--- config.mk ---
export PLATFORM = sky130hd
export DESIGN_NAME = gat_sqrt_cell
export DESIGN_NICKNAME = d
export VERILOG_FILES = /design/src/rtl/gat_sqrt_cell.sv
export SDC_FILE = /design/constraint.sdc
export NUM_CORES = 1
export LEC_CHECK = 0
export BUFFER_PORTS_ARGS = -buffer_cell sky130_fd_sc_hd__buf_2
export CORE_ASPECT_RATIO = 0.75
export CORE_MARGIN = 5
export CORE_UTILIZATION = 41
export DETAILED_ROUTE_END_ITERATION = 8
export PLACE_DENSITY_LB_ADDON = 0.3
export SETUP_SLACK_MARGIN = 0.4
export SYNTH_ARGS = -nofsm -noshare
export SYNTH_HDL_FRONTEND = slang
export SYNTH_SLANG_ARGS = --single-unit
--- constraint.sdc ---
create_clock -name clk_i -period 5.6 [get_ports clk_i]
set_clock_uncertainty 0.15 [all_clocks]
set_input_delay 0.28 -clock clk_i [delete_from_list [all_inputs] [get_ports clk_i]]
set_output_delay 0.28 -clock clk_i [all_outputs]
set_load 0.01 [all_outputs]
--- src/rtl/gat_sqrt_cell.sv ---
// ----------------------------------------------------------------------------
// Square-root cell
// One digit-by-digit step of an integer square root: decides a single root
// bit and registers the remainder and partial root for the next cell.
// ----------------------------------------------------------------------------
module gat_sqrt_cell #(
  parameter int REM_W  = 48,
  parameter int ROOT_W = 24,
  parameter int J      = 0
) (
  input  logic              clk_i,
  input  logic              en_i,
  input  logic [REM_W-1:0]  rem_i,
  input  logic [ROOT_W-1:0] root_i,
  output logic [REM_W-1:0]  rem_o,
  output logic [ROOT_W-1:0] root_o
);

  localparam logic [REM_W:0] ONE_SQ = (REM_W + 1)'(1) << (2 * J);

  logic [REM_W:0]    trial;
  logic [REM_W:0]    diff;
  logic              fits;
  logic [REM_W-1:0]  rem_d;
  logic [ROOT_W-1:0] root_d;

  // (R + 2^J)^2 - R^2 = R * 2^(J+1) + 2^(2J); the two parts never overlap.
  assign trial  = ((REM_W + 1)'(root_i) << (J + 1)) | ONE_SQ;
  assign fits   = {1'b0, rem_i} >= trial;
  assign diff   = {1'b0, rem_i} - trial;
  assign rem_d  = fits ? diff[REM_W-1:0] : rem_i;
  assign root_d = fits ? (root_i | (ROOT_W'(1) << J)) : root_i;

  always_ff @(posedge clk_i) begin
    if (en_i) begin
      rem_o  <= rem_d;
      root_o <= root_d;
    end
  end

endmodule

Word level (Yosys, flattened, before mapping):

Index checks and enable logic that the tools add are counted.

* bits in registers: 72
* bits of input ports: 74
* output and inout bits: 72
* word-level logic and storage cells: 6

* add/subtract/negate cells: 1
* magnitude comparators: 1
* muxes and demuxes: 1

Operators with widths (number)
* >= comparator 48 x 25 -> 1 bit: 1
* 2-to-1 mux 48 bit: 1
* subtractor 48 x 25 -> 48 bit: 1

Logic depth before layout (Yosys ltp):

Gate-level depths: netlist of the first run.

* depth in word-level cells: 2
* depth in mapped cells: 12
* mapped depth without buffers: 10

Least setup slack after synthesis of the first run:

No wires, ideal clock.

* kind: input to register
* start: input port root_i[0]
* end: register rem_o[38] (data pin)
* setup time: 0.261 ns
* arrival time: 2.435 ns
* data required time: 5.189 ns
* slack: 2.754 ns
* cell stages on the path: 10
* path buffers: 0
* cell sequence: inv_1 > fa_1 > a211oi_1 > o211ai_2 > a21oi_1 > o21ai_0 > nor3b_1 > or4b_4 > o41ai_2 > nand2b_1

* cells in the longest elaborated chain, start to end: 2

Ends and longest elaborated chain
* start: declaration: RTL line 14 `input logic [ROOT_W-1:0] root_i,`
* subtractor 48 x 25 -> 48 bit or >= comparator 48 x 25 -> 1 bit (tied branches): RTL line 30, 29
* 2-to-1 mux 48 bit (*): RTL line 31 `assign rem_d = fits ? diff[REM_W-1:0] : rem_i;`
* named net rem_d[38]: RTL line 24 `logic [REM_W-1:0] rem_d;`
* end signal: assignment: RTL line 36 `rem_o <= rem_d;`
* end: declaration: RTL line 15 `output logic [REM_W-1:0] rem_o,`

The timed path passes the listed nets; every way through them passes the cells marked *.
A chain may end at the register's enable or synchronous reset.

Final worst setup path of the first run:

* start: input port root_i[12]
* end: register rem_o[38] (data pin)

The elaborated chain is that of the path after synthesis.

==> metrics.cfg, run 1 <==
[logic_synthesis]
synth.distinct_cells=60
ys_async_sr_fraction_pct=0
synth_xor_area_share_pct=8.30
yosys_warnings=0
synthesis.area_um2=4650
syn_area_per_cell_um2=10.6
synth-simple-area-share_pct=17.0
synth_seq_area_share_pct=46.5
synth.area.mux_share_pct=0.727
synth_fp_nets=540
ys_seq_elements=72
synth_top_family_by_area=simple AND/OR/NAND/NOR gates
synth_fa_ha_area_share_pct=7.16
synth_top_flop_cell=edfxtp_1
synth_compound_area_share_pct=15.8
synth_edf_count=72
synthCells=440

[power_and_ir_drop]
vdd_ir_drop_max_uv=152
p_leak_nw=2.52
power_density_nw_per_um2=283

[die]
rows=33
die_y_um=102
start_util_pct=42.1
coreArea_um2=11000
io_pins=146
die_area_um2=13600
die_w_um=133

[setup_path]
cpPeakStageDelay_ns=0.56
crit_family=compound AO/OA/AOI/OAI gates
path_cells=dlygate4sd3_1 -> buf_2 -> inv_1 -> ha_1 -> a21oi_1 -> o21ai_0 -> o21ai_0 -> o21ai_0 -> nor3b_1 -> or4b_4 -> o41ai_2 -> nand2b_1
worstSetupPathType=primary input to flop
path_common_cell=o21ai_0
start_kind=primary input
crit_required_ns=5.53
cp_num_buf_inv=3
crit_path_top_delay_cell=or4b_4
worst-path-max-fanout=6
cp.arrival_ns=3.33
endpoint_kind=flop

[clock_network]
clkSinkCount=72
cts-htree-levels=3
cts_buffer_depth=2
cts_made_buffers=9
cts_tree=done
root_buffer=clkbuf_16
clk_pin_slew_ns=0.06
cts_setup_buffers=0

[sta]
slew_headroom_pct=38.5
min_period_ns=3.40
fin_crit_sh_pct=60.7
setup_viol=0
drv_slew=0
fmax_ghz=0.294
worst_slew_pin_slew_ns=0.923
timing.final.ws_setup_ns=2.20
finalSetupTns_ns=0
report.final.hold_viol_count=0
grt_setup_unrepaired=no

[drt]
first_iter_violations=262
routed_wl_um=12100
drc_errors=0
wl_per_cell_um=16.2
via_per_inst=5.28
antenna_left=0
vias=3956
drt-pass1-iter-count=5

[finish]
n_antenna_cell=0
nets=704
fin_cells=749
area_growth_pct=30.0
drive_gt1_share_pct=31.0

[placed_design]
routabilityCongestion=0.910
place_ws_ns=2.34
hpwl_um=9300
numPortBuffers=145
dp.cells=710

[global_route]
antenna_found_initial=0
grt_use_total_pct=17.8
grt_max_degree=73
grt_pass1_wl_um=19400
grt.overflow.total=0
first_global_vias=3799

[job]
drv_cap=0

[min_path]
hold_end=rem_o[20]
hold_depth=3
hp-class=primary input to flop
hold_start=rem_i[20]

[status]
status=completed

-- logic make-up (layout without fill, tap and decap cells) --
logic type,count (synthesis),in the layout
buffers and inverters,48,217
flip-flops,72,72
adder cells (fa/ha/maj),26,26
XOR/XNOR,44,44
AND/OR/NAND/NOR,138,138
AO/OA/AOI/OAI,109,109
multiplexers,3,3
-- cell type report --
| class | count | area (µm²) |
|---|---|---|
| clock buffer | 9 | 225 |
| clock inverter | 7 | 110 |
| fill | 1007 | 4980 |
| inverter | 32 | 120 |
| multi-input combinational | 320 | 2280 |
| sequential | 72 | 2160 |
| tap | 140 | 175 |
| timing repair buffer | 169 | 966 |
-- cells in the mapped netlist (2+ instances only) --
cell	instances	area share, %
edfxtp_1	72	47
nand2_1	45	3.6
o21ai_0	37	4.0
inv_1	32	2.6
a21oi_1	30	3.2
xor2_1	27	5.1
ha_1	25	6.7
nor2_1	21	1.7
xnor2_1	17	3.2
nor3_1	10	1.1
buf_2	9	0.97
nor4_1	8	1.1
nand3_1	7	0.75
nand4_1	7	0.94
a21o_1	6	0.97
nor3_2	5	1.1
nor4_2	5	1.3
or3_1	5	0.67
a211oi_1	4	0.65
nand2b_1	4	0.54
o211ai_1	4	0.65
o21bai_1	4	0.65
or4_1	4	0.65
mux2_2	3	0.73
nand3b_1	3	0.48
nor2b_1	3	0.40
o21ai_1	3	0.32
a21boi_1	2	0.32
a31o_1	2	0.38
and3_1	2	0.27
buf_4	2	0.32
clkbuf_1	2	0.16
clkbuf_2	2	0.22
o21ai_2	2	0.38
-- cells in the final DEF (no fill, tap or decap), types with 2 or more instances in the layout --
| cell type | count |
|---|---|
| a21o_1 | 6 |
| a211oi_1 | 4 |
| inv_1 | 32 |
| clkbuf_16 | 9 |
| o211ai_1 | 4 |
| buf_4 | 2 |
| mux2_2 | 3 |
| nor2b_1 | 3 |
| a31o_1 | 2 |
| o21ai_0 | 37 |
| ha_1 | 25 |
| xnor2_1 | 17 |
| nand3b_1 | 3 |
| dlygate4sd3_1 | 23 |
| nor2_1 | 21 |
| a21oi_1 | 30 |
| nor4_1 | 8 |
| xor2_1 | 27 |
| clkinv_1 | 2 |
| nor3_2 | 5 |
| edfxtp_1 | 72 |
| o21bai_1 | 4 |
| bufinv_16 | 3 |
| and3_1 | 2 |
| nand2_1 | 45 |
| nor3_1 | 10 |
| nor4_2 | 5 |
| a21boi_1 | 2 |
| buf_2 | 144 |
| nand4_1 | 7 |
| nand3_1 | 7 |
| o21ai_1 | 3 |
| nand2b_1 | 4 |
| or4_1 | 4 |
| or3_1 | 5 |
-- repair_timing --
| action | CTS | global route |
|---|---|---|
| hold buffers | 22 | 1 |
| resized for setup | 0 | 0 |
| endpoints found under the hold margin | 22 | 1 |
-- state kept, by name, indices dropped and copies added (netlist names) --
register and count:
rem_o 48, root_o 24
-- worst max-delay path by stage --
stage                     startpoint        end  slack [ns]  cells past startpoint
after CTS                  root_i[1]   rem_o[1]        2.23                     11
after global routing       root_i[1]   rem_o[1]        2.04                     11
after global placement      rem_i[1]   rem_o[8]        2.39                      9
after detailed placement    rem_i[1]   rem_o[1]        2.34                      9
final                     root_i[12]  rem_o[38]        2.20                     12
after floorplan            root_i[0]  rem_o[38]        2.75                     10
-- power breakdown --
group / internal, mW / switching [mW]
registers: 0.667 / 0.0136
clock network: 0.431 / 0.217
logic: 0.159 / 0.223
-- per-layer routing --
metal / wire length (µm) / GRT usage, %
met5: 0 / 0
met2: 5040 / 25.4
met3: 987 / 5.56
met1: 5970 / 26.1
met4: 140 / 5.19
-- per-stage QoR --
stage	util [%]	power (mW)	cell area [µm²]	hold slack, ns
5_1_grt	54.8	1.80	6040	0.0976
4_1_cts	54.7	1.73	6030	0.00215
2_1_floorplan	-	0.912	4650	0.229
6_report	54.8	1.71	6040	0.0934
3_5_place_dp	49.7	1.06	5480	0.322
3_3_place_gp	49.7	1.06	5480	0.324
Note: power is estimated with default switching activity, not from simulation.
==> run 2: changes to the inputs <==
==> constraint.sdc (replaced) <==
create_clock -name clk_i -period 3.09 [get_ports clk_i]
set_clock_uncertainty 0.15 [all_clocks]
set_input_delay 0.1545 -clock clk_i [delete_from_list [all_inputs] [get_ports clk_i]]
set_output_delay 0.1545 -clock clk_i [all_outputs]
set_load 0.01 [all_outputs]
==> metrics.cfg, run 2 (same netlist as run 1, synthesis figures left out) <==
[sta]
finalSetupTns_ns=0
min_period_ns=2.57
report.final.hold_viol_count=0
drv_slew=0
worst_slew_pin_slew_ns=0.938
fmax_ghz=0.389
hold_ws_ns=0.00920
slew_headroom_pct=37.5
grt_setup_unrepaired=yes
setup_viol=0
fin_crit_sh_pct=83.2

[power_and_ir_drop]
power_density_nw_per_um2=469
vdd_ir_drop_max_uv=298
pwr-share-clk_pct=34.0
p_leak_nw=2.64
intPower_mw=2.15
switching_share_pct=28.2
power_mw=3.00
power_frac_comb_pct=24.8
switchingPower_mw=0.846
seq_power_share_pct=41.2

[global_route]
grt_max_degree=73
grt_use_total_pct=18.9
grt.overflow.total=0
first_global_vias=4122
grt_pass1_wl_um=20400
antenna_found_initial=0

[die]
rows=33
start_util_pct=42.1
coreArea_um2=11000
die_y_um=102
io_pins=146
die_w_um=133
die_area_um2=13600

[finish]
postLayoutCellArea_um2=6390
final_cell_mix=144 x buf_2, 72 x edfxtp_1, 49 x dlygate4sd3_1
n_antenna_cell=0
nets=737
drive_gt1_share_pct=32.6
fin_util_pct=57.9
reg_top3=rem_o x48, root_o x24
final_common_cell=buf_2
largest_reg_flops=48
area_growth_pct=37.5
largest_register=rem_o

[clock_network]
root_buffer=clkbuf_16
cts-htree-levels=3
clk_pin_slew_ns=0.06
cts_buffer_depth=2
clkSinkCount=72
cts_tree=done
cts_made_buffers=9

[min_path]
hp-class=primary input to flop
hold_depth=3
hold_start=rem_i[13]
hold_end=rem_o[13]

[drt]
wl_per_cell_um=16.4
drt-pass1-iter-count=7
routed_wl_um=12800
drc_errors=0
via_per_inst=5.16
first_iter_violations=299
vias=4035
antenna_left=0

[setup_path]
start_kind=primary input
crit_required_ns=3.02
crit_path_top_delay_cell=or4b_4
worstSetupPathType=primary input to flop
path_cells=buf_2 -> inv_1 -> ha_1 -> a21oi_1 -> o211ai_1 -> a21boi_1 -> o21ai_1 -> nor3b_1 -> or4b_4 -> o41ai_2 -> nand2b_1
cpPeakStageDelay_ns=0.56
worst-path-max-fanout=7
endpoint_kind=flop
cp.arrival_ns=2.50

[status]
status=completed

[placed_design]
routabilityCongestion=0.891
numPortBuffers=145
hpwl_um=9520
placed_area_um2=5540

[job]
drv_cap=0

==> run 2: changes by cell type in the layout (fill, tap and decap cells not counted), sizes merged <==
cell / previous run / this run
buf: 146 / 153
bufinv: 3 / 1
clkinv: 3 / 4
clkinvlp: 1 / 2
dlygate4sd3: 23 / 49
==> run 2: worst max-delay path, delay by kind of cell <==
| family | cells | cell delay (ns) |
|---|---|---|
| and+or+nand+nor | 3 | 0.84 |
| buffers and inverters | 2 | 0.14 |
| AOI/OAI and AO/OA | 5 | 1.01 |
| adders and majority gates | 1 | 0.37 |
==> run 2: worst max-delay path by stage <==
stage                     from  slack [ns]  cells past startpoint        end
floorplan            root_i[0]        0.43                     10  rem_o[38]
global placement      rem_i[1]        0.13                     10  rem_o[38]
detailed placement    rem_i[1]        0.07                     10  rem_o[38]
CTS                   rem_i[1]        0.43                     10  rem_o[38]
global route          rem_i[7]        0.39                     10  rem_o[38]
finish              root_i[14]        0.52                     11  rem_o[38]
==> run 2: power by group through the flow <==
stage                     logic (mW)  registers, mW  clock network [mW]
after global placement         0.669           1.25                   0
final                          0.743           1.24                1.02
after CTS                      0.728           1.24                1.04
after floorplan                0.339           1.32                   0
after global routing           0.815           1.25                1.09
after detailed placement       0.678           1.26                   0
==> run 2: layer usage <==
metal	vias to the layer above	track usage (%)	wire, µm
met3	15	5.36	945
met5	-	0	0
met1	1862	27.1	6270
li1	2026	-	-
met2	132	27.7	5450
met4	0	5.83	185
==> run 2: final cells by class <==
| type | count | area [µm²] |
|---|---|---|
| Fill cell | 966 | 4640 |
| Multi-Input combinational cell | 320 | 2350 |
| Sequential cell | 72 | 2160 |
| Timing Repair Buffer | 202 | 1290 |
| Clock buffer | 9 | 225 |
| Tap cell | 140 | 175 |
| Inverter | 32 | 120 |
| Clock inverter | 7 | 62.6 |
==> run 2: per-stage QoR <==
step	setup slack, ns	cells
detailed placement	0.0692	716
finish	0.519	782
CTS	0.426	781
floorplan	0.431	440
global placement	0.127	716
global route	0.391	782
==> run 2: timing repair <==
| item | in CTS | in global routing |
|---|---|---|
| hold buffers | 49 | 0 |
| setup buffers | 0 | 1 |
| gates resized for setup | 0 | 16 |
| endpoints found under the hold margin | 49 | 0 |
| setup endpoints to repair | 0 | 18 |
==> run 3: changes to the inputs <==
==> constraint.sdc (replaced) <==
create_clock -name clk_i -period 2.4 [get_ports clk_i]
set_clock_uncertainty 0.15 [all_clocks]
set_input_delay 0.12 -clock clk_i [delete_from_list [all_inputs] [get_ports clk_i]]
set_output_delay 0.12 -clock clk_i [all_outputs]
set_load 0.01 [all_outputs]
==> metrics.cfg, run 3 (same netlist as run 1, synthesis figures left out) <==
[finish]
largest_register=rem_o
area_growth_pct=84.5
fin_cells=925
final_common_cell=buf_2
drive_gt1_share_pct=58.2
n_antenna_cell=0
fin_util_pct=77.8
nets=880
largest_reg_flops=48
reg_top3=rem_o x48, root_o x24
final_cell_mix=134 x buf_2, 123 x buf_4, 72 x edfxtp_1

[sta]
setup_viol=3
grt_setup_unrepaired=yes
drv_slew=0
timing.final.ws_setup_ns=-0.0437
hold_ws_ns=-0.0859
min_period_ns=2.44
slew_headroom_pct=67.8
worst_slew_pin_slew_ns=0.478
fmax_ghz=0.409
finalSetupTns_ns=-0.0811
fin_crit_sh_pct=102
report.final.hold_viol_count=1

[placed_design]
numPortBuffers=145
hpwl_um=10900
dp.cells=827
routabilityCongestion=0.902

[clock_network]
cts_hold_buf=50
cts_made_buffers=9
cts_tree=done
root_buffer=clkbuf_16
cts-htree-levels=3
clkSinkCount=72
clk_pin_slew_ns=0.06
cts_buffer_depth=2

[power_and_ir_drop]
switchingPower_mw=1.33
intPower_mw=3.37
pwr-share-clk_pct=33.5
seq_power_share_pct=33.8
switching_share_pct=28.4
vdd_ir_drop_max_uv=350
p_leak_nw=3.66
power_frac_comb_pct=32.7
power_mw=4.70
power_density_nw_per_um2=549

[status]
violations=hold timing, setup timing
status=finished with violations

[setup_path]
path_cells=buf_2 -> inv_1 -> ha_4 -> buf_4 -> nand2_1 -> buf_4 -> a21oi_1 -> a21boi_1 -> o21ai_2 -> nor3b_4 -> or4b_4 -> o41ai_4 -> nand2b_1
cp.arrival_ns=2.38
path_common_cell=buf_4
crit_path_top_delay_cell=or4b_4
worstSetupPathType=primary input to flop
cpPeakStageDelay_ns=0.56
start_kind=primary input
worst-path-max-fanout=4
endpoint_kind=flop
crit_required_ns=2.34

[global_route]
grt_max_degree=40
grt_pass1_wl_um=26000
antenna_found_initial=0
first_global_vias=5027
grt.overflow.total=0
grt_use_total_pct=24.0

[drt]
vias=4891
drc_errors=0
drt-pass1-iter-count=5
antenna_left=0
routed_wl_um=16800
wl_per_cell_um=18.2
via_per_inst=5.29
first_iter_violations=270

[die]
start_util_pct=42.1
coreArea_um2=11000
io_pins=146
die_w_um=133
rows=33
die_y_um=102
die_area_um2=13600

[job]
drv_cap=0

[min_path]
hp-class=primary input to flop

run 3: changes by cell type in the layout (fill, tap and decap cells not counted), sizes merged:
cell | previous run | this run
buf | 153 | 294
bufinv | 1 | 3
clkbuf | 9 | 11
clkinv | 4 | 2
clkinvlp | 2 | 0
dlygate4sd3 | 49 | 50
inv | 32 | 33
run 3: final timing paths:
check	cells after the start	slack, ns	to	start
min	3	-0.09	root_o[0]	root_i[0]
max	13	-0.04	rem_o[38]	root_i[20]
run 3: power by group through the flow:
stage | Clock, mW | Combinational, mW | Sequential [mW]
3_3_place_gp | 0 | 1.13 | 1.61
3_5_place_dp | 0 | 1.15 | 1.61
4_1_cts | 1.58 | 1.39 | 1.59
5_1_grt | 1.65 | 1.64 | 1.60
2_1_floorplan | 0 | 0.502 | 1.69
6_report | 1.57 | 1.54 | 1.59
run 3: area by class of cell:
class | instances | area, µm²
Clock buffer | 10 | 229
Timing Repair Buffer | 345 | 2620
Inverter | 32 | 128
Fill cell | 690 | 2450
Clock inverter | 6 | 116
Sequential cell | 72 | 2160
Tap cell | 140 | 175
Multi-Input combinational cell | 320 | 3140
run 3: worst max-delay path, delay by kind of cell:
kind / cells / cell delay [ns]
compound gates: 4 / 0.59
simple gates: 4 / 0.91
buf+inv: 4 / 0.50
fa+ha+maj: 1 / 0.23
run 3: layer usage:
metal	wire length [µm]	share of wire, %	up-vias	GRT usage (%)
met4	347	2.1	0	6.07
met2	7920	47	186	40.1
met1	7520	45	2369	32.5
met3	1020	6.0	32	4.77
li1	-	-	2304	-
met5	0	0	-	0
run 3: repair_timing:
| item | 4_1_cts | 5_1_grt |
|---|---|---|
| cloned | 3 | 1 |
| endpoints found under the hold margin | 51 | 1 |
| resized for setup | 114 | 61 |
| setup endpoints to repair | 49 | 49 |
| buffers inserted | 18 | 10 |
| pin swaps | 51 | 31 |
run 3: through the flow:
step / hold WS (ns) / worst slack (ns) / cell area [µm²]
after floorplan: 0.0689 / -0.113 / 4910
after global placement: 0.162 / -0.363 / 6580
after detailed placement: 0.165 / -0.433 / 6580
after CTS: -0.0906 / 0.0401 / 8180
after global routing: -0.0837 / -0.133 / 8570
final: -0.0859 / -0.0437 / 8570
