## src/rtl/gat_div_cell.sv

```systemverilog
// ----------------------------------------------------------------------------
// Divider cell
// One restoring step of a long division: decides a single quotient bit and
// registers remainder, divisor and partial quotient for the next cell.
// ----------------------------------------------------------------------------
module gat_div_cell #(
  parameter int NUM_W = 60,
  parameter int DEN_W = 32,
  parameter int BIT   = 0
) (
  input  logic             clk_i,
  input  logic             en_i,
  input  logic [NUM_W-1:0] rem_i,
  input  logic [DEN_W-1:0] den_i,
  input  logic [NUM_W-1:0] quo_i,
  output logic [NUM_W-1:0] rem_o,
  output logic [DEN_W-1:0] den_o,
  output logic [NUM_W-1:0] quo_o
);

  logic [NUM_W-1:0] rem_d;
  logic [NUM_W-1:0] quo_d;

  if (BIT < NUM_W) begin : g_step
    localparam int CW = (DEN_W + BIT > NUM_W) ? DEN_W + BIT : NUM_W;
    logic [CW-1:0] dsh;
    logic [CW-1:0] diff;
    logic          fits;

    assign dsh   = CW'(den_i) << BIT;
    assign fits  = dsh <= CW'(rem_i);
    assign diff  = CW'(rem_i) - dsh;
    assign rem_d = fits ? diff[NUM_W-1:0] : rem_i;
    assign quo_d = fits ? (quo_i | (NUM_W'(1) << BIT)) : quo_i;
  end else begin : g_pass
    // The shifted divisor is wider than any remainder, so the bit is zero.
    assign rem_d = rem_i;
    assign quo_d = quo_i;
  end

  always_ff @(posedge clk_i) begin
    if (en_i) begin
      rem_o <= rem_d;
      den_o <= den_i;
      quo_o <= quo_d;
    end
  end

endmodule

```

## config.mk

```make
export PLATFORM = sky130hd
export DESIGN_NAME = gat_div_cell
export DESIGN_NICKNAME = d
export VERILOG_FILES = /design/src/rtl/gat_div_cell.sv
export SDC_FILE = /design/constraint.sdc
export NUM_CORES = 1
export LEC_CHECK = 0
export ABC_AREA = 1
export BUFFER_PORTS_ARGS = -buffer_cell sky130_fd_sc_hd__buf_2
export CORE_MARGIN = 2
export CORE_UTILIZATION = 45
export CTS_CLUSTER_DIAMETER = 40
export DETAILED_ROUTE_END_ITERATION = 6
export GPL_ROUTABILITY_DRIVEN = 0
export PLACE_DENSITY = 0.72
export SLEW_MARGIN = 20
export SYNTH_ARGS = -nofsm -noshare
export SYNTH_HDL_FRONTEND = slang
export SYNTH_SLANG_ARGS = --single-unit
```

## constraint.sdc

```tcl
create_clock -name clk_i -period 2.83 [get_ports clk_i]
set_clock_uncertainty 0.05 [all_clocks]
set_input_delay 0.283 -clock clk_i [delete_from_list [all_inputs] [get_ports clk_i]]
set_output_delay 0.283 -clock clk_i [all_outputs]
set_load 0.05 [all_outputs]
```

# Word-level counts from Yosys, hierarchy flattened
# Index checks and enable logic that the tools add are counted.
# classes
shift	0
n_lt_le_gt_ge	1
muxes	1
add_sub_neg	1
mul	0
bitwise	0
div_mod_pow	0
n_reduce_logical	0
n_eq_ne	0
# op_table
operator	n
$le 32x60->1	1
$mux 60	1
$sub 60x32->60	1
# totals
ram_bits	0
latch_bits	0
out_inout_bits	152
wordCells	7
input_bits	154
rom_bits	0
ff_bits	152
n_memories	0

# Depth between registers and ports, before layout
# Gate-level depths: netlist of run 1.
# depth
word_depth	2
depth_mapped	18
depth_no_buf	17

# Worst setup path before layout of run 1
# OpenSTA, ideal clock, no wires.
# synth_timing
kind	input-to-reg
startpoint	in rem_i[0]
endpoint	reg rem_o[26] (data pin)
setup_slack_ns	0.555
n_path_buf	1
required_time_ns	2.527
arrival_time_ns	1.972
stages	16
setup_ns	0.253
cell_sequence	inv_1 -> ha_1 -> fa_1 -> inv_1 -> nand3_1 -> nand3_2 -> nand3_1 -> nand2_1 -> nand2_1 -> nand2_1 -> nand2_1 -> nand2_4 -> inv_4 -> buf_6 -> nand2_1 -> nand2_1
# synth_via
elab_chain_cells	2
word_cells_on_any_way	3
cone_classes	add/sub (1); order compare (1); mux (1)
# synth_rtl
element	line_no	source
start, declared	13	input logic [NUM_W-1:0] rem_i,
$sub 60x32->60 or $le 32x60->1 (tied branches)	32, 31	
$mux 60 *	33	assign rem_d = fits ? diff[NUM_W-1:0] : rem_i;
net rem_d[26]	21	logic [NUM_W-1:0] rem_d;
end signal, assigned	43	rem_o <= rem_d;
end, declared	16	output logic [NUM_W-1:0] rem_o,
# The timed path passes the listed nets; every way through them passes the cells marked *.
# A chain may end at the register's enable or synchronous reset.

# Worst setup path after layout of run 1
# layout_timing
startpoint	in den_i[19]
endpoint	reg rem_o[37] (data pin)
# layout_via
elab_chain_cells	2
word_cells_on_any_way	3
cone_classes	add/sub (1); order compare (1); mux (1)
# layout_rtl
element	line_no	source
start, declared	14	input logic [DEN_W-1:0] den_i,
$sub 60x32->60 or $le 32x60->1 (tied branches)	32, 31	
$mux 60 *	33	
net rem_d[37]	21	
# Marked as above.

==> impl_metrics.json, run 1 <==
{
  "p_per_area_nw_per_um2": 572.3,
  "num_rows": 52,
  "worstPathCellList": "dlygate4sd3_1 > buf_2 > inv_1 > ha_1 > nand2_1 > inv_1 > a21oi_1 > nand2_1 > a21oi_1 > nand2_1 > a21oi_1 > inv_1 > nand2_1 > nand2_1",
  "syn-instance-count": 1172,
  "required_ns": 2.97,
  "areaGrowthSynthToFinish_pct": 37.65,
  "grt_start_max_net_pins": 72,
  "path_max_fanout": 4,
  "cts_made_buffers": 17,
  "via_count": 9089,
  "use_met3_pct": 4.752,
  "antenna_cells": 0,
  "worst_pin_slew_ns": 0.7160,
  "dieArea_um2": 21700,
  "fin_crit_sh_pct": 96.06,
  "antenna_found_initial": 0,
  "utilization_pct": 63.08,
  "drtPass1Iterations": 6,
  "crit_type": "input pin to flip-flop",
  "first_global_vias": 8783,
  "core_area_um2": 20170,
  "ff_latch_area_um2": 4564,
  "remaining_drc_errors": 0,
  "dpl.hpwl_um": 22430,
  "synthesis.area_um2": 9243,
  "slowest_stage": "dlygate4sd3_1",
  "max_stage_delay_ns": 0.54,
  "status": "completed",
  "die_w_um": 147.3,
  "groute.usage.overall_pct": 27.25,
  "hold-worst-slack_ns": 0.01166,
  "ys_seq_area_share_pct": 49.38,
  "cpMostUsedCell": "nand2_1",
  "ant_nets": 0,
  "p_leak_nw": 6.313,
  "first_iter_violations": 714,
  "ys_ff_latch": 152,
  "routedWlPerCell_um": 16.04,
  "routed_wl_um": 29990,
  "die_h_um": 147.3,
  "maxCapViolCount": 0,
  "hold_path.class": "input pin to flip-flop",
  "placed_area_um2": 11120,
  "max_freq_mhz": 367.9,
  "fin_area_um2": 12720,
  "grt.busiest_layer": "met2",
  "grt-ovfl-total": 0,
  "dp_worst_setup_slack_ns": 0.08449,
  "vias_per_cell": 4.860,
  "period_minus_slack_ns": 2.718,
  "grtUsageMet1_pct": 33.84,
  "ir_worst_vdd_uv": 412.4,
  "n_fill_cell": 1787,
  "power_mw": 7.280,
  "fin_cells": 1870,
  "grt_pass1_wl_um": 45770,
  "syn-num-nets": 1359,
  "slew_violations": 0,
  "setup_slack_ns": 0.1116,
  "drive_above_1_share_pct": 25.25,
  "cp-start-kind": "input pin",
  "syn_area_per_cell_um2": 7.886,
  "multi_input_area_um2": 3804,
  "start_util_pct": 45.83,
  "cts.clk_slew.worst_paths_ns": 0.07,
  "end_kind": "flip-flop",
  "synth_cell_types": 30,
  "setup_tns_ns": 0,
  "cts_tree": "yes",
  "fin_nets": 1774,
  "clock_sinks": 152,
  "yosysWarnings": 0,
  "ctsRootBufferMaster": "clkbuf_16",
  "setup_viol": 0,
  "ctsHtreeMaxLevel": 4,
  "hold_violations": 0,
  "cp_top_family": "buffers and inverters",
  "grt_use_met2_pct": 48.29,
  "clk_path_buf_depth": 2,
  "placed_cells": 1747,
  "crit_arrival_ns": 2.86,
  "ios": 306,
  "port_buffers": 305,
  "slew_headroom_pct": 52.27,
  "worst-path-buf-inv": 5
}
-- cells in the mapped netlist, drive strengths merged --
master / number / share of area (%)
nor3: 16 / 0.92
inv: 219 / 8.9
edfxtp: 152 / 49
o21bai: 2 / 0.16
o21ai: 11 / 0.60
xor2: 21 / 2.0
buf: 9 / 0.93
a21oi: 48 / 3.5
clkinv: 1 / 0.041
nand2: 452 / 18
or2: 6 / 0.41
nand4: 12 / 0.81
and2: 1 / 0.068
nor2: 120 / 5.1
nand3b: 7 / 0.57
fa: 1 / 0.22
xnor2: 3 / 0.28
o21a: 1 / 0.081
nand3: 58 / 3.2
ha: 32 / 4.3
-- cell families after synthesis --
| family | synth area share (%) |
|---|---|
| flops | 49.38 |
| simple gates | 29.61 |
| buf+inv | 9.896 |
| fa+ha+maj | 4.548 |
| xor+xnor | 2.274 |
| compound gates | 4.291 |
-- final timing paths --
path	endpoint	cells past startpoint	from	slack, ns
worst max-delay path	rem_o[37]	14	den_i[19]	0.11
worst min-delay path	den_o[18]	1	den_i[18]	0.01
-- placed cells by master (no fill, tap or decap), types with 3 or more instances in the layout --
| master | count |
|---|---|
| inv_1 | 213 |
| nand3_1 | 56 |
| clkbuf_16 | 17 |
| edfxtp_1 | 152 |
| buf_4 | 8 |
| a21oi_1 | 26 |
| dlygate4sd3_1 | 87 |
| nor2_1 | 111 |
| nand4_1 | 12 |
| inv_6 | 4 |
| o21ai_0 | 7 |
| nor2_2 | 9 |
| xor2_1 | 21 |
| inv_8 | 3 |
| nor3_1 | 14 |
| or2_2 | 6 |
| nand3b_1 | 7 |
| buf_2 | 304 |
| clkinv_4 | 4 |
| ha_1 | 32 |
| inv_2 | 5 |
| a21oi_2 | 22 |
| buf_12 | 3 |
| o21ai_1 | 4 |
| xnor2_1 | 3 |
| nand2_1 | 445 |
| nand2_2 | 6 |
-- layout make-up --
type	instances	area share (%)
Clock buffer	18	3.373
Clock inverter	14	1.456
Multi-Input combinational cell	791	29.90
Tap cell	270	2.655
Timing Repair inverter	1	0.08851
Inverter	220	6.697
Timing Repair Buffer	404	19.95
Sequential cell	152	35.88
-- sequential cells by signal, summed over array words and instances (netlist names) --
signal and count:
den_o 32, rem_o 60, quo_o 60
-- power breakdown --
group          leakage (nW)  internal [mW]  switching, mW
logic                  4.53          0.560           1.51
registers              1.49           2.74         0.0590
clock network         0.299           1.34           1.07
-- metal layers --
| metal | wire length [um] | up-vias |
|---|---|---|
| met2 | 14680 | 427 |
| met1 | 12150 | 4085 |
| met4 | 917 | 0 |
| met5 | 0 | - |
| li1 | - | 4508 |
| met3 | 2239 | 69 |
-- timing repair --
| action | 4_1_cts | 5_1_grt |
|---|---|---|
| setup endpoints to repair | 0 | 60 |
| resized for setup | 0 | 20 |
| hold buffers | 87 | 0 |
| endpoints found under the hold margin | 87 | 0 |
| setup buffers | 0 | 3 |
No activity file was read; power rests on OpenSTA's default activity.
==> run 2: changes to the inputs <==
--- a/config.mk
+++ b/config.mk
@@ -13,4 +13,5 @@
 export DETAILED_ROUTE_END_ITERATION = 6
 export GPL_ROUTABILITY_DRIVEN = 0
+export MAX_ROUTING_LAYER = met4
 export PLACE_DENSITY = 0.72
 export SLEW_MARGIN = 20
==> constraint.sdc (replaced) <==
create_clock -name clk_i -period 2.83 [get_ports clk_i]
set_clock_uncertainty 0.05 [all_clocks]
set_input_delay 0 -clock clk_i [delete_from_list [all_inputs] [get_ports clk_i]]
set_output_delay 0 -clock clk_i [all_outputs]
set_load 0.05 [all_outputs]
==> run 2 against run 1 <==
  * Cell count up 3.0%
  * Maximum frequency up 4.9%
  * Critical path type unchanged
  * Clock-buffer cell count unchanged
  * Wire length down 0.14%
  * Core utilization up 2.5 points
  * Worst hold slack worse by 0.0040 ns
  * Flip-flop and latch count unchanged
  * First-iteration DRC count up 8.0%
  * Largest cell class unchanged
  * Final area up 4.0%
==> impl_metrics.json, run 2 (synthesized netlist as in run 1, its figures left out) <==
{
  "grt_start_max_net_pins": 61,
  "remaining_drc_errors": 0,
  "p_per_area_nw_per_um2": 554.7,
  "max_freq_mhz": 385.8,
  "setup_tns_ns": 0,
  "fin_cells": 1926,
  "grt_setup_unrepaired": "false",
  "start_util_pct": 45.83,
  "die_w_um": 147.3,
  "worstHoldStart": "en_i",
  "cp-start-kind": "input pin",
  "slowest_stage": "dlygate4sd3_1",
  "routedWlPerCell_um": 15.55,
  "p_int_mw": 4.694,
  "die_h_um": 147.3,
  "max_stage_delay_ns": 0.54,
  "worst-path-buf-inv": 4,
  "via_count": 9331,
  "core_area_um2": 20170,
  "hold_depth": 1,
  "placed_cells": 1742,
  "final_common_cell": "nand2_1",
  "vias_per_cell": 4.845,
  "hold_violations": 0,
  "period_minus_slack_ns": 2.592,
  "worstPathCellList": "dlygate4sd3_1 > buf_2 > ha_1 > fa_1 > inv_1 > nand3_1 > nand3_2 > nand3_1 > nand2_1 > nand2_1 > nand2_1 > nand2_1 > nand2_4 > inv_6 > nand2_1 > nand2_1",
  "n_fill_cell": 1730,
  "crit_type": "input pin to flip-flop",
  "routed_wl_um": 29950,
  "hold-worst-slack_ns": 0.007702,
  "clkPwrFrac_pct": 33.0,
  "first_global_vias": 9034,
  "drive_above_1_share_pct": 23.37,
  "final_cell_mix": "450 x nand2_1, 304 x buf_2, 213 x inv_1, 152 x edfxtp_1, 152 x dlygate4sd3_1",
  "grt-ovfl-total": 0,
  "ctsRootBufferMaster": "clkbuf_16",
  "p_leak_nw": 6.526,
  "postCtsSetupRepairBufs": 0,
  "slew_headroom_pct": 60.31,
  "ir_worst_vdd_uv": 388.6,
  "cts_made_buffers": 17,
  "fin_crit_sh_pct": 91.60,
  "ios": 306,
  "setup_viol": 0,
  "slew_violations": 0,
  "status": "completed",
  "path_max_fanout": 50,
  "areaGrowthSynthToFinish_pct": 43.14,
  "ctsHtreeMaxLevel": 4,
  "num_rows": 52,
  "first_iter_violations": 771,
  "antenna_cells": 0,
  "worst_pin_slew_ns": 0.5954,
  "met1_length_um": 12010,
  "dpl.hpwl_um": 22260,
  "reg_top3": "quo_o: 60 flops, rem_o: 60 flops, den_o: 32 flops",
  "grt_pass1_wl_um": 46390,
  "p_comb_share_pct": 28.9,
  "maxCapViolCount": 0,
  "switching_share_pct": 36.04,
  "cts.clk_slew.worst_paths_ns": 0.07,
  "wl_met3_um": 2179,
  "top_layer_used": "met4",
  "crit_arrival_ns": 2.72,
  "end_kind": "flip-flop",
  "clock_sinks": 152,
  "fin_nets": 1830,
  "cpMostUsedCell": "nand2_1",
  "groute.usage.overall_pct": 28.47,
  "cp_top_family": "simple AND/OR/NAND/NOR gates",
  "hold_end": "quo_o[14]",
  "dieArea_um2": 21700,
  "required_ns": 2.96,
  "clk_path_buf_depth": 2,
  "power.switching_mw": 2.645,
  "drtPass1Iterations": 6,
  "seqPwrFrac_pct": 38.1,
  "ant_nets": 0,
  "met2_length_um": 14680,
  "hold_path.class": "input pin to flip-flop",
  "antenna_found_initial": 0,
  "cts_tree": "yes",
  "port_buffers": 305
}
## run 2: cell count changes in the layout (fill, tap and decap cells not counted), moves of 5 or more
cell and delta:
nand2_2 -5, buf_4 -7, nand2_1 +5, dlygate4sd3_1 +65
## run 2: worst max-delay path by stage
| stage | start | to | slack [ns] | depth (start not counted) |
|---|---|---|---|---|
| after global placement | rem_i[0] | rem_o[31] | 0.33 | 16 |
| after CTS | rem_i[0] | rem_o[31] | 0.16 | 17 |
| final | den_i[0] | rem_o[31] | 0.24 | 16 |
| after detailed placement | rem_i[0] | rem_o[3] | 0.23 | 16 |
| after floorplan | rem_i[0] | rem_o[26] | 0.84 | 16 |
| after global routing | rem_i[0] | rem_o[11] | 0.06 | 17 |
## run 2: timing repair
item                       CTS  global route
hold buffers               152             0
gates resized for setup      0             1
hold endpoints to repair   152             0
setup endpoints to repair    0             6
## run 2: cell type report
| type | count | area (um2) | area share, % |
|---|---|---|---|
| tap | 270 | 337.8 | 2.553 |
| timing repair buffer | 461 | 3122 | 23.60 |
| inverter | 220 | 830.8 | 6.280 |
| clock buffer | 18 | 429.2 | 3.244 |
| clock inverter | 14 | 182.7 | 1.381 |
| multi-input combinational | 791 | 3764 | 28.45 |
| sequential | 152 | 4564 | 34.50 |
## run 2: metrics by stage
| stage | worst slack [ns] | power (mW) | utilization (%) | cell area [um2] |
|---|---|---|---|---|
| finish | 0.2377 | 7.338 | 65.60 | 13230 |
| detailed placement | 0.2297 | 4.779 | 55.01 | 11090 |
| CTS | 0.1584 | 7.367 | 65.58 | 13230 |
| floorplan | 0.8381 | 4.187 | - | 9243 |
| global route | 0.06467 | 7.623 | 65.60 | 13230 |
| global placement | 0.3333 | 4.761 | 55.01 | 11090 |
## run 2: per-layer routing
metal | GRT usage (%) | vias to the layer above
li1 | - | 4630
met1 | 34.13 | 4185
met2 | 48.46 | 434
met3 | 4.565 | 82
met4 | 10.87 | 0
met5 | - | -
## run 2: power by group through the flow
stage                     Sequential (mW)  Combinational, mW  Clock, mW
after floorplan                      3.62              0.572          0
after global placement               2.85               1.92          0
after detailed placement             2.84               1.93          0
after CTS                            2.80               2.11       2.46
after global routing                 2.82               2.26       2.55
final                                2.80               2.12       2.42
==> run 3: changes to the inputs <==
==> constraint.sdc (replaced) <==
create_clock -name clk_i -period 2.83 [get_ports clk_i]
set_clock_uncertainty 0.05 [all_clocks]
set_input_delay 0.4245 -clock clk_i [delete_from_list [all_inputs] [get_ports clk_i]]
set_output_delay 0.4245 -clock clk_i [all_outputs]
set_load 0.05 [all_outputs]
==> run 3 against run 2 <==
  * Total power is 2.5% lower
  * Non-clock buffer count is 143 lower
  * First-iteration DRC count is 6.9% lower
  * Clock-buffer cell count stayed put
  * Die area stayed put
  * Highest routed layer unchanged
  * Maximum frequency is 8.4% higher
  * Clock power hardly changed
  * Critical path depth stayed put
  * Wire length is 6.7% lower
  * Flip-flop and latch count stayed put
  * Core utilization is 7.3 points lower
  * Largest cell class unchanged
==> impl_metrics.json, run 3 (synthesized netlist as in run 1, its figures left out) <==
{
  "ir_worst_vdd_uv": 410.5,
  "setup_tns_ns": 0,
  "drive_above_1_share_pct": 26.17,
  "remaining_drc_errors": 0,
  "hold_violations": 0,
  "die_w_um": 147.3,
  "ctsResizeCount": 0,
  "routedWlPerCell_um": 15.67,
  "grt_setup_unrepaired": "false",
  "dpl.hpwl_um": 22380,
  "fin_nets": 1687,
  "areaGrowthSynthToFinish_pct": 27.24,
  "antenna_found_initial": 0,
  "cp-start-kind": "input pin",
  "p_per_area_nw_per_um2": 608.4,
  "grt_pass1_wl_um": 42770,
  "dp_worst_setup_slack_ns": 0.02027,
  "cts_made_buffers": 17,
  "crit_type": "input pin to flip-flop",
  "reg_top3": "quo_o: 60 flops, rem_o: 60 flops, den_o: 32 flops",
  "p_comb_share_pct": 27.3,
  "fin_crit_sh_pct": 84.47,
  "drtPass1Iterations": 6,
  "end_kind": "flip-flop",
  "maxCapViolCount": 0,
  "max_freq_mhz": 418.3,
  "postCtsSetupRepairBufs": 0,
  "antenna_cells": 0,
  "grt_start_max_net_pins": 61,
  "port_buffers": 305,
  "ctsRootBufferMaster": "clkbuf_16",
  "grt-ovfl-total": 0,
  "final_common_cell": "nand2_1",
  "clkPwrFrac_pct": 33.6,
  "groute.usage.overall_pct": 26.43,
  "crit_arrival_ns": 2.52,
  "via_count": 8716,
  "first_iter_violations": 718,
  "cts.clk_slew.worst_paths_ns": 0.07,
  "routed_wl_um": 27950,
  "ant_nets": 0,
  "vias_per_cell": 4.888,
  "required_ns": 2.96,
  "path_max_fanout": 50,
  "worst_pin_slew_ns": 0.6576,
  "seqPwrFrac_pct": 39.1,
  "slew_headroom_pct": 56.16,
  "status": "completed",
  "setup_slack_ns": 0.4396,
  "setup_viol": 0,
  "switching_share_pct": 36.17,
  "final_cell_mix": "450 x nand2_1, 304 x buf_2, 213 x inv_1, 152 x edfxtp_1, 111 x nor2_1",
  "core_area_um2": 20170,
  "clk_path_buf_depth": 2,
  "clock_sinks": 152,
  "hold_buffers": 0,
  "ios": 306,
  "start_util_pct": 45.83,
  "cts_tree": "yes",
  "power_mw": 7.154,
  "hold_path.class": "input pin to flip-flop",
  "power.switching_mw": 2.588,
  "num_rows": 52,
  "p_int_mw": 4.567,
  "period_minus_slack_ns": 2.390,
  "p_leak_nw": 5.924,
  "first_global_vias": 8271,
  "die_h_um": 147.3,
  "slew_violations": 0,
  "ctsHtreeMaxLevel": 4,
  "dieArea_um2": 21700
}
## run 3: per-stage QoR
step           hold WS (ns)  cells  area, um2  utilization [%]
2_1_floorplan        0.4734   1172       9243                -
3_3_place_gp         0.5510   1751      11150            55.28
3_5_place_dp         0.5528   1751      11150            55.28
4_1_cts              0.1065   1783      11760            58.31
5_1_grt             0.09939   1783      11760            58.31
6_report             0.1135   1783      11760            58.31
## run 3: worst paths after layout
path / start / endpoint / slack (ns) / cells after the start
setup / recovery: rem_i[0] / rem_o[19] / 0.44 / 16
hold / removal: quo_i[1] / quo_o[1] / 0.11 / 1
## run 3: routing by layer
| layer | wire, um | GRT usage (%) | part of all wire, % | vias to the layer above |
|---|---|---|---|---|
| li1 | - | - | - | 4336 |
| met1 | 11240 | 31.68 | 40 | 3916 |
| met2 | 13690 | 45.16 | 49 | 402 |
| met3 | 2188 | 4.565 | 7.8 | 62 |
| met4 | 826 | 9.183 | 3.0 | 0 |
| met5 | 0 | - | 0 | - |
## run 3: cell type report
cell class,count,area (um2)
Clock buffer,18,429.2
Clock inverter,14,181.4
Fill cell,1893,8409
Inverter,220,828.3
Multi-Input combinational cell,791,3764
Sequential cell,152,4564
Tap cell,270,337.8
Timing Repair Buffer,318,1655
## run 3: worst max-delay path: stages
cell and delay [ns]:
buf_2 0.07, inv_1 0.04, ha_1 0.24, fa_1 0.43
inv_1 0.10, nand3_1 0.08, nand3_2 0.14, nand3_1 0.09
nand2_1 0.12, nand2_1 0.08, nand2_1 0.09, nand2_1 0.09
nand2_4 0.09, inv_4 0.22, nand2_1 0.15, nand2_1 0.05
## run 3: power by group through the flow
stage          registers (mW)  logic (mW)  clock network (mW)
2_1_floorplan            3.62       0.572                   0
3_3_place_gp             2.85        1.92                   0
3_5_place_dp             2.85        1.94                   0
4_1_cts                  2.80        1.95                2.44
5_1_grt                  2.82        2.08                2.52
6_report                 2.80        1.95                2.40
